<file path="config.mk">
export PLATFORM = sky130hd
export DESIGN_NAME = cartridge_bank_mapper
export DESIGN_NICKNAME = d
export VERILOG_FILES = /design/src/design/cbm_pkg.sv /design/src/design/cbm_bank_mod.sv /design/src/design/cbm_dpath.sv /design/src/design/cbm_ctrl.sv /design/src/design/cartridge_bank_mapper.sv
export VERILOG_INCLUDE_DIRS = /design/src /design/src/design
export SDC_FILE = /design/constraint.sdc
export NUM_CORES = 1
export LEC_CHECK = 0
export ABC_AREA = 1
export BUFFER_PORTS_ARGS = -buffer_cell sky130_fd_sc_hd__buf_2
export CAP_MARGIN = 40
export CORE_ASPECT_RATIO = 1.2
export CORE_MARGIN = 4
export CORE_UTILIZATION = 57
export CTS_CLUSTER_DIAMETER = 40
export DETAILED_ROUTE_END_ITERATION = 10
export GPL_TIMING_DRIVEN = 0
export PLACE_DENSITY = 0.78
export SYNTH_ARGS = -nofsm -noshare
export SYNTH_HDL_FRONTEND = slang
export SYNTH_SLANG_ARGS = --single-unit
</file>
<file path="constraint.sdc">
create_clock -name clock -period 3.7 [get_ports clock]
set_clock_uncertainty 0.1 [all_clocks]
set_input_delay 0 -clock clock [delete_from_list [all_inputs] [get_ports clock]]
set_output_delay 0 -clock clock [all_outputs]
set_load 0.05 [all_outputs]
</file>
<file path="src/design/cartridge_bank_mapper_defines.svh">
// Assertion helpers used by the mapper controller.
`ifndef CARTRIDGE_BANK_MAPPER_DEFINES_SVH
`define CARTRIDGE_BANK_MAPPER_DEFINES_SVH

// Checked on every rising clock edge, muted while reset is high.
`define CBM_ASSERT(lbl, prop, msg) \
   lbl: assert property (@(posedge clock) disable iff (reset) prop) else $error(msg);

// Checked on every rising clock edge, reset included.
`define CBM_ASSERT_ALWAYS(lbl, prop, msg) \
   lbl: assert property (@(posedge clock) prop) else $error(msg);

`endif

</file>
<file path="src/design/cbm_pkg.sv">
`timescale 1ns / 1ps

package cbm_pkg;

   localparam int ADDR_W       = 16;
   localparam int BYTE_W       = 8;
   localparam int PHYS_W       = 23;
   localparam int ROM_BANK_W   = 9;
   localparam int RAM_BANK_W   = 4;
   localparam int ROM_COUNT_W  = 10;
   localparam int RAM_COUNT_W  = 5;
   localparam int ROM_OFFSET_W = 14;   // 16 KiB bank
   localparam int RAM_OFFSET_W = 13;   // 8 KiB bank
   localparam int MAX_ROM_BANKS = 512;
   localparam int MAX_RAM_BANKS = 16;

   // remainder unit runs one dividend bit per step
   localparam int CALC_STEPS = ROM_BANK_W;
   localparam int STEP_W     = 4;

   localparam int REQ_DATA_W  = 24;
   localparam int RSP_DATA_W  = 32;
   localparam int RSP_USER_W  = 3;
   localparam int CSR_INDEX_W = 2;
   localparam int CSR_DATA_W  = 10;

   localparam logic [CSR_INDEX_W-1:0] CSR_ROM_COUNT = 2'd0;
   localparam logic [CSR_INDEX_W-1:0] CSR_RAM_COUNT = 2'd1;
   localparam logic [CSR_INDEX_W-1:0] CSR_HAS_RAM   = 2'd2;

   typedef enum logic [2:0] {
      TGT_NONE   = 3'd0,
      TGT_ROM_RD = 3'd1,
      TGT_RAM_RD = 3'd2,
      TGT_RAM_WR = 3'd3,
      TGT_REG_WR = 3'd4
   } target_type;

   typedef enum logic [1:0] {
      ST_CALC,
      ST_IDLE,
      ST_EXEC
   } state_type;

   typedef struct packed {
      logic load_item;   // capture request word
      logic csr_write;   // capture config word
      logic exec;        // decode held item, load response, update bank state
      logic calc_start;  // clear remainder unit
      logic calc_step;   // one remainder step
   } ctrl_cmd_type;

   typedef struct packed {
      logic calc_last;   // final remainder step this cycle
      logic bank_write;  // held item writes a bank register
   } dp_status_type;

endpackage

</file>
<file path="src/design/cbm_bank_mod.sv">
`timescale 1ns / 1ps

module cbm_bank_mod import cbm_pkg::*; (
   input  logic                   clock,
   input  logic                   reset,
   input  logic                   start,
   input  logic                   step,
   input  logic [ROM_BANK_W-1:0]  rom_bank,
   input  logic [ROM_COUNT_W-1:0] rom_div,
   input  logic [RAM_BANK_W-1:0]  ram_bank,
   input  logic [RAM_COUNT_W-1:0] ram_div,
   output logic [ROM_BANK_W-1:0]  rom_rem,
   output logic [RAM_BANK_W-1:0]  ram_rem,
   output logic                   last
);

   logic [STEP_W-1:0]      cnt_ff, cnt_in;
   logic [ROM_BANK_W-1:0]  rom_rem_ff, rom_rem_in;
   logic [RAM_BANK_W-1:0]  ram_rem_ff, ram_rem_in;
   logic [STEP_W-1:0]      bit_idx;
   logic [ROM_BANK_W-1:0]  ram_dvd;
   logic [ROM_COUNT_W-1:0] rom_trial;
   logic [RAM_COUNT_W-1:0] ram_trial;

   // restoring remainder, MSB first; both banks share the step count
   always_comb begin
      bit_idx   = STEP_W'(CALC_STEPS - 1) - cnt_ff;
      ram_dvd   = ROM_BANK_W'(ram_bank);
      rom_trial = {rom_rem_ff, rom_bank[bit_idx]};
      ram_trial = {ram_rem_ff, ram_dvd[bit_idx]};
      last      = step && (cnt_ff == STEP_W'(CALC_STEPS - 1));
      cnt_in     = cnt_ff;
      rom_rem_in = rom_rem_ff;
      ram_rem_in = ram_rem_ff;
      if (start) begin
         cnt_in     = '0;
         rom_rem_in = '0;
         ram_rem_in = '0;
      end else if (step) begin
         cnt_in     = cnt_ff + STEP_W'(1);
         rom_rem_in = (rom_trial >= rom_div) ? ROM_BANK_W'(rom_trial - rom_div)
                                             : ROM_BANK_W'(rom_trial);
         ram_rem_in = (ram_trial >= ram_div) ? RAM_BANK_W'(ram_trial - ram_div)
                                             : RAM_BANK_W'(ram_trial);
      end
   end

   always_ff @(posedge clock) begin
      if (reset) begin
         cnt_ff     <= '0;
         rom_rem_ff <= '0;
         ram_rem_ff <= '0;
      end else begin
         cnt_ff     <= cnt_in;
         rom_rem_ff <= rom_rem_in;
         ram_rem_ff <= ram_rem_in;
      end
   end

   assign rom_rem = rom_rem_ff;
   assign ram_rem = ram_rem_ff;

endmodule

</file>
<file path="src/design/cbm_dpath.sv">
`timescale 1ns / 1ps

module cbm_dpath import cbm_pkg::*; (
   input  logic                   clock,
   input  logic                   reset,
   input  ctrl_cmd_type           cmd,
   output dp_status_type          status,
   input  logic [REQ_DATA_W-1:0]  req_tdata,
   input  logic                   req_tuser,
   input  logic [CSR_INDEX_W-1:0] csr_index,
   input  logic [CSR_DATA_W-1:0]  csr_data,
   output logic [RSP_DATA_W-1:0]  rsp_tdata,
   output logic [RSP_USER_W-1:0]  rsp_tuser
);

   // config
   logic [ROM_COUNT_W-1:0] rom_count_ff;
   logic [RAM_COUNT_W-1:0] ram_count_ff;
   logic                   has_ram_ff;
   // mapper state
   logic [ROM_BANK_W-1:0]  rom_bank_ff, rom_bank_in;
   logic [RAM_BANK_W-1:0]  ram_bank_ff, ram_bank_in;
   logic                   ram_en_ff, ram_en_in;
   logic                   dirty_ff, dirty_in;
   // held item
   logic                   is_write_ff;
   logic [ADDR_W-1:0]      addr_ff;
   logic [BYTE_W-1:0]      wdata_ff;
   // response
   target_type             target_ff, target_in;
   logic [PHYS_W-1:0]      phys_ff, phys_in;
   logic [BYTE_W-1:0]      dout_ff, dout_in;
   logic                   rsp_dirty_ff;

   logic [ROM_COUNT_W-1:0] rom_div;
   logic [RAM_COUNT_W-1:0] ram_div;
   logic [ROM_BANK_W-1:0]  rom_rem;
   logic [RAM_BANK_W-1:0]  ram_rem;
   logic                   ram_ok;
   logic                   in_ram_win;

   // zero ROM count acts as one bank; both counts saturate
   always_comb begin
      if (rom_count_ff == '0)
         rom_div = ROM_COUNT_W'(1);
      else if (rom_count_ff > ROM_COUNT_W'(MAX_ROM_BANKS))
         rom_div = ROM_COUNT_W'(MAX_ROM_BANKS);
      else
         rom_div = rom_count_ff;
      if (ram_count_ff == '0)
         ram_div = RAM_COUNT_W'(1);   // RAM is off then, value unused
      else if (ram_count_ff > RAM_COUNT_W'(MAX_RAM_BANKS))
         ram_div = RAM_COUNT_W'(MAX_RAM_BANKS);
      else
         ram_div = ram_count_ff;
   end

   cbm_bank_mod u_bank_mod (
      .clock    (clock),
      .reset    (reset),
      .start    (cmd.calc_start),
      .step     (cmd.calc_step),
      .rom_bank (rom_bank_ff),
      .rom_div  (rom_div),
      .ram_bank (ram_bank_ff),
      .ram_div  (ram_div),
      .rom_rem  (rom_rem),
      .ram_rem  (ram_rem),
      .last     (status.calc_last)
   );

   assign status.bank_write = is_write_ff && (addr_ff >= 16'h2000) && (addr_ff <= 16'h5FFF);

   always_comb begin
      ram_ok      = has_ram_ff && (ram_count_ff != '0) && ram_en_ff;
      in_ram_win  = (addr_ff >= 16'hA000) && (addr_ff <= 16'hBFFF);
      target_in   = TGT_NONE;
      phys_in     = '0;
      dout_in     = '0;
      rom_bank_in = rom_bank_ff;
      ram_bank_in = ram_bank_ff;
      ram_en_in   = ram_en_ff;
      dirty_in    = dirty_ff;
      if (is_write_ff) begin
         if (addr_ff <= 16'h1FFF) begin
            ram_en_in = (wdata_ff[3:0] == 4'hA);
            target_in = TGT_REG_WR;
         end else if (addr_ff <= 16'h2FFF) begin
            rom_bank_in = {rom_bank_ff[ROM_BANK_W-1], wdata_ff};
            target_in   = TGT_REG_WR;
         end else if (addr_ff <= 16'h3FFF) begin
            rom_bank_in = {wdata_ff[0], rom_bank_ff[ROM_BANK_W-2:0]};
            target_in   = TGT_REG_WR;
         end else if (addr_ff <= 16'h5FFF) begin
            ram_bank_in = wdata_ff[RAM_BANK_W-1:0];
            target_in   = TGT_REG_WR;
         end
      end else if (addr_ff <= 16'h3FFF) begin
         target_in = TGT_ROM_RD;
         phys_in   = PHYS_W'(addr_ff);
      end else if (addr_ff <= 16'h7FFF) begin
         target_in = TGT_ROM_RD;
         phys_in   = {rom_rem, addr_ff[ROM_OFFSET_W-1:0]};
      end
      if (in_ram_win && ram_ok) begin
         phys_in = PHYS_W'({ram_rem, addr_ff[RAM_OFFSET_W-1:0]});
         if (is_write_ff) begin
            target_in = TGT_RAM_WR;
            dout_in   = wdata_ff;
            dirty_in  = 1'b1;
         end else begin
            target_in = TGT_RAM_RD;
         end
      end
   end

   always_ff @(posedge clock) begin
      if (reset) begin
         rom_count_ff <= ROM_COUNT_W'(2);
         ram_count_ff <= '0;
         has_ram_ff   <= 1'b0;
         rom_bank_ff  <= ROM_BANK_W'(1);
         ram_bank_ff  <= '0;
         ram_en_ff    <= 1'b0;
         dirty_ff     <= 1'b0;
      end else begin
         if (cmd.csr_write) begin
            unique case (csr_index)
               CSR_ROM_COUNT: rom_count_ff <= csr_data;
               CSR_RAM_COUNT: ram_count_ff <= csr_data[RAM_COUNT_W-1:0];
               CSR_HAS_RAM:   has_ram_ff   <= csr_data[0];
               default: ;
            endcase
         end
         if (cmd.exec) begin
            rom_bank_ff <= rom_bank_in;
            ram_bank_ff <= ram_bank_in;
            ram_en_ff   <= ram_en_in;
            dirty_ff    <= dirty_in;
         end
      end
   end

   always_ff @(posedge clock) begin
      if (cmd.load_item) begin
         is_write_ff <= req_tuser;
         addr_ff     <= req_tdata[ADDR_W-1:0];
         wdata_ff    <= req_tdata[ADDR_W+BYTE_W-1:ADDR_W];
      end
      if (cmd.exec) begin
         target_ff    <= target_in;
         phys_ff      <= phys_in;
         dout_ff      <= dout_in;
         rsp_dirty_ff <= dirty_in;
      end
   end

   assign rsp_tdata = {rsp_dirty_ff, dout_ff, phys_ff};
   assign rsp_tuser = target_ff;

endmodule

</file>
<file path="src/design/cbm_ctrl.sv">
`timescale 1ns / 1ps

`include "cartridge_bank_mapper_defines.svh"

module cbm_ctrl import cbm_pkg::*; (
   input  logic          clock,
   input  logic          reset,
   input  logic          req_tvalid,
   output logic          req_tready,
   output logic          rsp_tvalid,
   input  logic          rsp_tready,
   input  logic          csr_valid,
   output logic          csr_ready,
   output ctrl_cmd_type  cmd,
   input  dp_status_type status
);

   state_type state_ff, state_in;
   logic      rsp_valid_ff, rsp_valid_in;
   logic      rsp_free;
   logic      req_accept;
   logic      csr_accept;

   always_ff @(posedge clock) begin
      if (reset) begin
         state_ff     <= ST_CALC;   // reset values need their remainders too
         rsp_valid_ff <= 1'b0;
      end else begin
         state_ff     <= state_in;
         rsp_valid_ff <= rsp_valid_in;
      end
   end

   always_comb begin
      state_in     = state_ff;
      cmd          = '0;
      csr_ready    = 1'b0;
      req_tready   = 1'b0;
      rsp_free     = !rsp_valid_ff || rsp_tready;
      rsp_valid_in = rsp_valid_ff && !rsp_tready;
      unique case (state_ff)
         ST_CALC: begin
            cmd.calc_step = 1'b1;
            if (status.calc_last)
               state_in = ST_IDLE;
         end
         ST_IDLE: begin
            // config has priority over a request
            csr_ready  = 1'b1;
            req_tready = !csr_valid;
            if (csr_valid) begin
               cmd.csr_write  = 1'b1;
               cmd.calc_start = 1'b1;
               state_in       = ST_CALC;
            end else if (req_tvalid) begin
               cmd.load_item = 1'b1;
               state_in      = ST_EXEC;
            end
         end
         ST_EXEC: begin
            if (rsp_free) begin
               cmd.exec     = 1'b1;
               rsp_valid_in = 1'b1;
               if (status.bank_write) begin
                  cmd.calc_start = 1'b1;
                  state_in       = ST_CALC;
               end else begin
                  state_in = ST_IDLE;
               end
            end
         end
         default: state_in = ST_CALC;
      endcase
   end

   assign rsp_tvalid = rsp_valid_ff;
   assign req_accept = req_tvalid && req_tready;
   assign csr_accept = csr_valid && csr_ready;

   `CBM_ASSERT(a_no_dual_accept, !(req_accept && csr_accept), "config and request taken together")
   `CBM_ASSERT(a_exec_delivers, (state_ff == ST_EXEC && rsp_free) |=> rsp_valid_ff, "response not loaded")
   `CBM_ASSERT(a_calc_ends, (state_ff == ST_CALC && status.calc_last) |=> (state_ff == ST_IDLE), "remainder pass did not finish")
   `CBM_ASSERT_ALWAYS(a_reset_quiet, reset |=> (!rsp_tvalid && !req_tready), "activity right after reset")

endmodule

</file>
<file path="src/design/cartridge_bank_mapper.sv">
`timescale 1ns / 1ps

// channel   | direction | handshake             | payload
// ----------+-----------+-----------------------+---------------------------------------
// req       | in        | req_tvalid/req_tready | tuser: cmd; tdata: address, write_data
// rsp       | out       | rsp_tvalid/rsp_tready | tuser: target; tdata: phys_addr,
//           |           |                       |   data_out, ram_dirty
// csr       | in        | csr_valid/csr_ready   | csr_index, csr_data
//
// Reads, RAM writes, RAM enable writes and unmapped words pass through the idle and
// exec states. A ROM or RAM bank register write then runs a remainder pass: the bank
// modulo is worked out one dividend bit a cycle by a shared remainder unit; a config
// write likewise runs a pass of that unit before the next request.
// After reset the unit runs its pass before the first request is taken.
// A stalled response holds in its register; one further request is taken and
// waits until the response slot frees up.

module cartridge_bank_mapper import cbm_pkg::*; (
   input  logic                   clock,
   input  logic                   reset,
   // request
   input  logic                   req_tvalid,
   output logic                   req_tready,
   input  logic [REQ_DATA_W-1:0]  req_tdata,   // [15:0] address, [23:16] write_data
   input  logic                   req_tuser,   // [0] cmd (1 write)
   // response
   output logic                   rsp_tvalid,
   input  logic                   rsp_tready,
   output logic [RSP_DATA_W-1:0]  rsp_tdata,   // [22:0] phys_addr, [30:23] data_out,
                                               // [31] ram_dirty
   output logic [RSP_USER_W-1:0]  rsp_tuser,   // [2:0] target
   // config
   input  logic                   csr_valid,
   output logic                   csr_ready,
   input  logic [CSR_INDEX_W-1:0] csr_index,   // 0 rom count, 1 ram count, 2 has_ram
   input  logic [CSR_DATA_W-1:0]  csr_data
);

   ctrl_cmd_type  cmd;
   dp_status_type status;

   // sequencer: accept, execute, bank modulo pass
   cbm_ctrl u_ctrl (
      .clock      (clock),
      .reset      (reset),
      .req_tvalid (req_tvalid),
      .req_tready (req_tready),
      .rsp_tvalid (rsp_tvalid),
      .rsp_tready (rsp_tready),
      .csr_valid  (csr_valid),
      .csr_ready  (csr_ready),
      .cmd        (cmd),
      .status     (status)
   );

   // bank registers, address decode, response word
   cbm_dpath u_dpath (
      .clock     (clock),
      .reset     (reset),
      .cmd       (cmd),
      .status    (status),
      .req_tdata (req_tdata),
      .req_tuser (req_tuser),
      .csr_index (csr_index),
      .csr_data  (csr_data),
      .rsp_tdata (rsp_tdata),
      .rsp_tuser (rsp_tuser)
   );

endmodule

</file>
### After elaboration in Yosys (flattened, before gate mapping)

Index checks and enable logic that the tools add are counted.

* add/subtract/negate cells: 4
* $lt $le $gt $ge: 13
* equal/unequal tests: 9
* mux-type cells: 45
* bitwise logic cells: 4
* reduce and logical (&&, ||, !) cells: 28

Operator list (count)
* 17-bit two-way mux: 4
* 16-bit by 14-bit <= comparator with 1-bit output, second input constant: 2
* 16-bit by 15-bit <= comparator with 1-bit output, second input constant: 2
* 3-bit two-way mux: 7
* 10-bit two-way mux: 2
* 1-bit two-way mux: 17
* 16-bit by 14-bit >= comparator with 1-bit output, second input constant: 1
* 16-bit >= comparator, second input constant: 1
* 16-bit by 13-bit <= comparator with 1-bit output, second input constant: 1
* 16-bit <= comparator, second input constant: 1
* 2-bit two-way mux: 6
* 10-bit >= comparator: 1
* 10-bit > comparator, second input constant: 1
* 10-bit logical NOT: 1
* 5-bit two-way mux: 2
* 9-bit two-way mux: 1
* 9-bit subtractor: 1
* 1-bit binary-select mux with 4-bit select: 2
* 4-bit == test, second input constant: 2
* 1-bit logical AND: 8
* 8-bit two-way mux: 1
* 2-bit AND reduction: 4
* 2-bit one-hot mux with 3 select lines: 1
* 3-bit AND reduction: 2
* 23 further kinds: 32

* register bits: 111
* input bits: 42
* output and inout bits: 38
* word-level logic and storage cells: 124

### Logic depth before layout (Yosys ltp)

* depth after elaboration: 7
* depth in mapped cells: 21
* mapped depth without buffers: 20

### Hierarchy

From an unflattened synthesis, not the netlist that was laid out.

* cell total of the unflattened synthesis: 645
* area, all modules: 5640.4 µm²

Modules (own cells, without submodules)
* cbm_dpath: instances 1, cells each 321, area an instance 3494.6 µm², sequential area each 2422.3 µm²
* cbm_bank_mod: instances 1, cells each 281, area an instance 1856.8 µm², sequential area each 340.3 µm²
* cbm_ctrl: instances 1, cells each 43, area an instance 289.0 µm², sequential area each 60.1 µm²

### Least setup slack after synthesis

OpenSTA, ideal clock, no wires.

* path kind: register to register
* start: register u_dpath.u_bank_mod.cnt_ff[0]
* end: register u_dpath.u_bank_mod.rom_rem_ff[2] (netlist: u_dpath.u_bank_mod.rom_rem[2])
* setup time: 0.115 ns
* arrival: 2.461 ns
* data required time: 3.485 ns
* slack: 1.023 ns
* stages on the path, launching flop included: 18
* buffers on the path: 1
* period minus slack after synthesis: 2.677 ns
* cell sequence: dfxtp_1 -> buf_2 -> inv_2 -> ha_1 -> inv_1 -> nand3_1 -> nand3b_1 -> nand3_1 -> nand2_1 -> ha_1 -> inv_1 -> fa_1 -> nand3_1 -> nand3_1 -> nor2_2 -> nand2_1 -> nand3_1 -> a21oi_2

* longest elaborated chain between the ends: 5
* elaborated cells on any way between the ends: 6
* classes of those cells: add/sub (2); order compare (1); mux (3)

RTL lines
* start: declaration: RTL line cbm_bank_mod.sv:17 `logic [STEP_W-1:0] cnt_ff, cnt_in;`
* start signal: assignment: RTL line cbm_bank_mod.sv:54 `cnt_ff <= cnt_in;`
* 4-bit subtractor (*): RTL line cbm_bank_mod.sv:27 `bit_idx = STEP_W'(CALC_STEPS - 1) - cnt_ff;`
* 1-bit binary-select mux with 4-bit select (*): RTL line cbm_bank_mod.sv:29 `rom_trial = {rom_rem_ff, rom_bank[bit_idx]};`
* 1-bit two-way mux (implied by the code) (*): RTL line cbm_bank_mod.sv:29
* 9-bit subtractor / 10-bit >= comparator (equally long branches): RTL line cbm_bank_mod.sv:41 `rom_rem_in = (rom_trial >= rom_div) ? ROM_BANK_W'(rom_trial - rom_div)`
* 9-bit two-way mux (*): RTL line cbm_bank_mod.sv:41
* end signal: assignment: RTL line cbm_bank_mod.sv:55 `rom_rem_ff <= rom_rem_in;`
* end: declaration: RTL line cbm_bank_mod.sv:18 `logic [ROM_BANK_W-1:0] rom_rem_ff, rom_rem_in;`

Mark *: on every way between the ends. The rest lies on a longest branch, timed or not. The select of a mux whose other input is x is not followed.
A chain may end at the register's enable or synchronous reset.

### Final worst setup path

* start: register u_dpath.u_bank_mod.cnt_ff[0]
* end: register u_dpath.u_bank_mod.rom_rem_ff[4] (netlist: u_dpath.u_bank_mod.rom_rem[4])

Same word-level chain as after synthesis.

==> results.yml <==
run_status:
  run_status: "completed"
drt:
  met1Wirelength_mm: 4.76
  drt_first_pass_iters: 6
  avgRoutedWirePerCell_um: 14.4
  route.met2.wl_mm: 6.73
  maxUsedRoutingLayer: "met4"
  vias_per_cell: 5.27
  routed_wl_mm: 12.5
  drt_iter0_markers: 241
  via_count: 4561
  met3_length_um: 535
  drcViolationCount: 0
  ant_nets: 0
synth:
  synthAdderAreaFrac_pct: 5.68
  yosys_most_used_dff: "edfxtp_1"
  async_reset_ff_share_pct: 0
  syn_inst: 600
  yosysTopAreaCell: "edfxtp_1"
  synthTopCellsByCount: "133 x nand2_1, 85 x inv_1, 60 x edfxtp_1"
  yosysUniqueCellTypes: 40
  synth_compound_area_share_pct: 9.26
  syn_nets: 665
  ys_seq_area_share_pct: 53.0
  synth_warnings: 0
  ys_ff_latch: 111
  synth_xor_area_share_pct: 0.987
  synth_simple_gate_area_share_pct: 23.3
  syn_avg_cell_area_um2: 8.88
  synth_top_cell_area_share_pct: 33.8
  synth_edf_count: 60
  synth_top_family_by_area: "simple AND/OR/NAND/NOR gates"
  synth_area_mm2: 0.00533
  netlist_top_cells_area: "edfxtp_1 34%, dfxtp_1 19%, nand2_1 9.4%"
  synth_mux_area_share_pct: 0
  synthMostInstantiatedCell: "nand2_1"
floorplanning:
  rows: 38
  ios: 80
  die_w_um: 96.2
  die_h_um: 114
  core_region_area_mm2: 0.00908
  die-area_mm2: 0.0110
  initial_utilization_pct: 58.7
worst_setup_path:
  critPathBufInv: 4
  reg2reg_to: "u_dpath.u_bank_mod.rom_rem[4]$_SDFFE_PP0P_"
  critPathTopFamily: "simple AND/OR/NAND/NOR gates"
  crit_end: "u_dpath.u_bank_mod.rom_rem[4]$_SDFFE_PP0P_"
  crit_start: "u_dpath.u_bank_mod.cnt_ff[0]$_SDFFE_PP0P_"
  cpMostUsedCell: "nand3_1"
  cp.required_ns: 3.87
  slowest_stage: "fa_1"
  arrival_ns: 3.31
  path_max_fanout: 10
  worstReg2RegStart: "u_dpath.u_bank_mod.cnt_ff[0]$_SDFFE_PP0P_"
  reg2reg_depth: 17
  cp-end-kind: "flop"
  slowest_delay_ns: 0.45
  critical_path_class: "reg -> reg"
  path_depth: 17
  cp_cell_sequence: "buf_2, inv_2, ha_1, inv_1, nand3_1, nand3b_1, nand3_1, nand2_1, ha_1, inv_1, fa_1, nand3_1, nand3_1, nor2_2, nand2_1, nand3_1, a21oi_2"
  crit_path_start_kind: "flop"
  rrSetupSlack_ns: 0.56
global_routing:
  grt_pass1_vias: 4586
  track_usage_pct: 24.4
  grt_pass1_wl_mm: 20.7
  grt_max_degree: 22
  grt_overflow: 0
  antenna_found_initial: 0
run:
  drv_cap: 0
power_and_ir_drop:
  ir_worst_vdd_mv: 0.393
  p_leak_nw: 2.95
  powerDensity_mw_per_mm2: 561
place:
  place.gp.congestion: 0.856
  portBuffers: 79
  dp.cells: 801
  hpwl_mm: 8.90
cts:
  clockBufferDepth: 2
  ctsHtreeMaxLevel: 3
  clkSinkCount: 111
  numCtsBuffers: 9
  clk_latency_ns: 0.37
  clk_root_buffer_cell: "clkbuf_8"
  path_clk_slew_ns: 0.11
  cts_tree: "done"
  cts_setup_buffers: 0
timing:
  slew_headroom_pct: 51.0
  hold_viol: 0
  rsz0062_at_grt: "false"
  setup_violations: 0
  fin_crit_ns: 3.14
  whs_ns: 0.0133
  fmax_mhz: 318
  finalCritPeriodShare_pct: 84.9
  tightest_slew_ns: 0.734
  maxSlewViolCount: 0
  fin_setup_tns_ns: 0
worst_hold_path:
  whs_path_depth: 3
  hp-class: "in -> reg"
layout:
  utilization_pct: 72.7
  layout.nets: 804
  areaGrowthSynthToFinish_pct: 24.0
  instances_no_fill: 865
  drive_gt1_share_pct: 19.5
==> worst min-delay path, cell delays in order <==
cell and delay [ns]:
buf_2 0.10, inv_1 0.07, nor2_2 0.12
==> sequential cells by signal, indices dropped and copies added (netlist names), 2 cells and up <==
name,count
u_dpath.wdata_ff,8
u_dpath.u_bank_mod.ram_rem,4
u_dpath.rom_bank_ff,9
u_dpath.u_bank_mod.cnt_ff,4
u_ctrl.state_ff,2
u_dpath.phys_ff,23
u_dpath.rom_count_ff,10
u_dpath.rsp_tuser,3
u_dpath.ram_bank_ff,4
u_dpath.addr_ff,16
u_dpath.ram_count_ff,5
u_dpath.u_bank_mod.rom_rem,9
u_dpath.dout_ff,8
==> per-stage QoR <==
step	power, W	area, µm²	setup WS, ns
finish	0.00370	6610	0.557
global route	0.00398	6600	0.293
CTS	0.00371	6600	0.570
detailed placement	0.00291	5920	0.596
global placement	0.00284	5870	0.674
floorplan	0.00260	5330	1.02
==> layout make-up <==
type                       count  area, µm²
sequential                   111       2820
fill                         678       2480
multi-input combinational    388       2090
timing repair buffer         128        908
inverter                      89        337
clock buffer                  11        153
tap                          120        150
buffer                        12       75.1
clock inverter                 5       62.6
antenna                        1       2.50
==> layer usage <==
metal / up-vias / track usage, %
met3: 42 / 4.68
met2: 130 / 44.2
li1: 2243 / -
met5: - / 0
met4: 0 / 10.8
met1: 2146 / 27.1
==> worst min-delay path by stage <==
stage                       start                       endpoint
global route           req_tvalid  u_dpath.wdata_ff[6]$_DFFE_PP_
global placement    req_tdata[22]  u_dpath.wdata_ff[6]$_DFFE_PP_
CTS                    req_tvalid  u_dpath.wdata_ff[0]$_DFFE_PP_
finish                 req_tvalid  u_dpath.wdata_ff[6]$_DFFE_PP_
detailed placement   req_tdata[7]   u_dpath.addr_ff[7]$_DFFE_PP_
floorplan                   reset   u_ctrl.rsp_tvalid$_SDFF_PP0_
==> what timing repair did <==
item / CTS / global route
hold buffers: 47 / 0
resized for setup: 0 / 0
endpoints found under the hold margin: 44 / 0
==> where the power goes <==
part / total, W / switching [W] / internal (W) / leakage, nW
Clock: 0.000776 / 0.000416 / 0.000360 / 0.107
Combinational: 0.00146 / 0.000900 / 0.000557 / 1.87
Sequential: 0.00147 / 0.0000790 / 0.00139 / 0.975
Total: 0.00370 / 0.00139 / 0.00231 / 2.95
==> cells in the final DEF, fill, tap and decap left out, types with 3 or more instances in the layout <==
cell type	instances
edfxtp_1	60
o21ai_1	3
ha_1	21
dfxtp_1	51
clkbuf_1	5
a21oi_1	35
nor3_1	4
o21ai_0	32
inv_2	3
nor2_2	15
buf_2	82
nand3_1	35
nand4_1	10
a21oi_2	8
nand2_2	4
inv_1	85
dlygate4sd3_1	47
buf_6	3
nor2_1	54
nand3b_1	4
clkbuf_8	9
xnor2_1	5
nand2_1	133
o22ai_1	4
==> cell families after synthesis <==
group	count (synthesis)
AO/OA/AOI/OAI	87
adder cells (fa/ha/maj)	23
buffers and inverters	101
AND/OR/NAND/NOR	272
flip-flops	111
XOR/XNOR	6
Power figures use the tool's default switching activity.
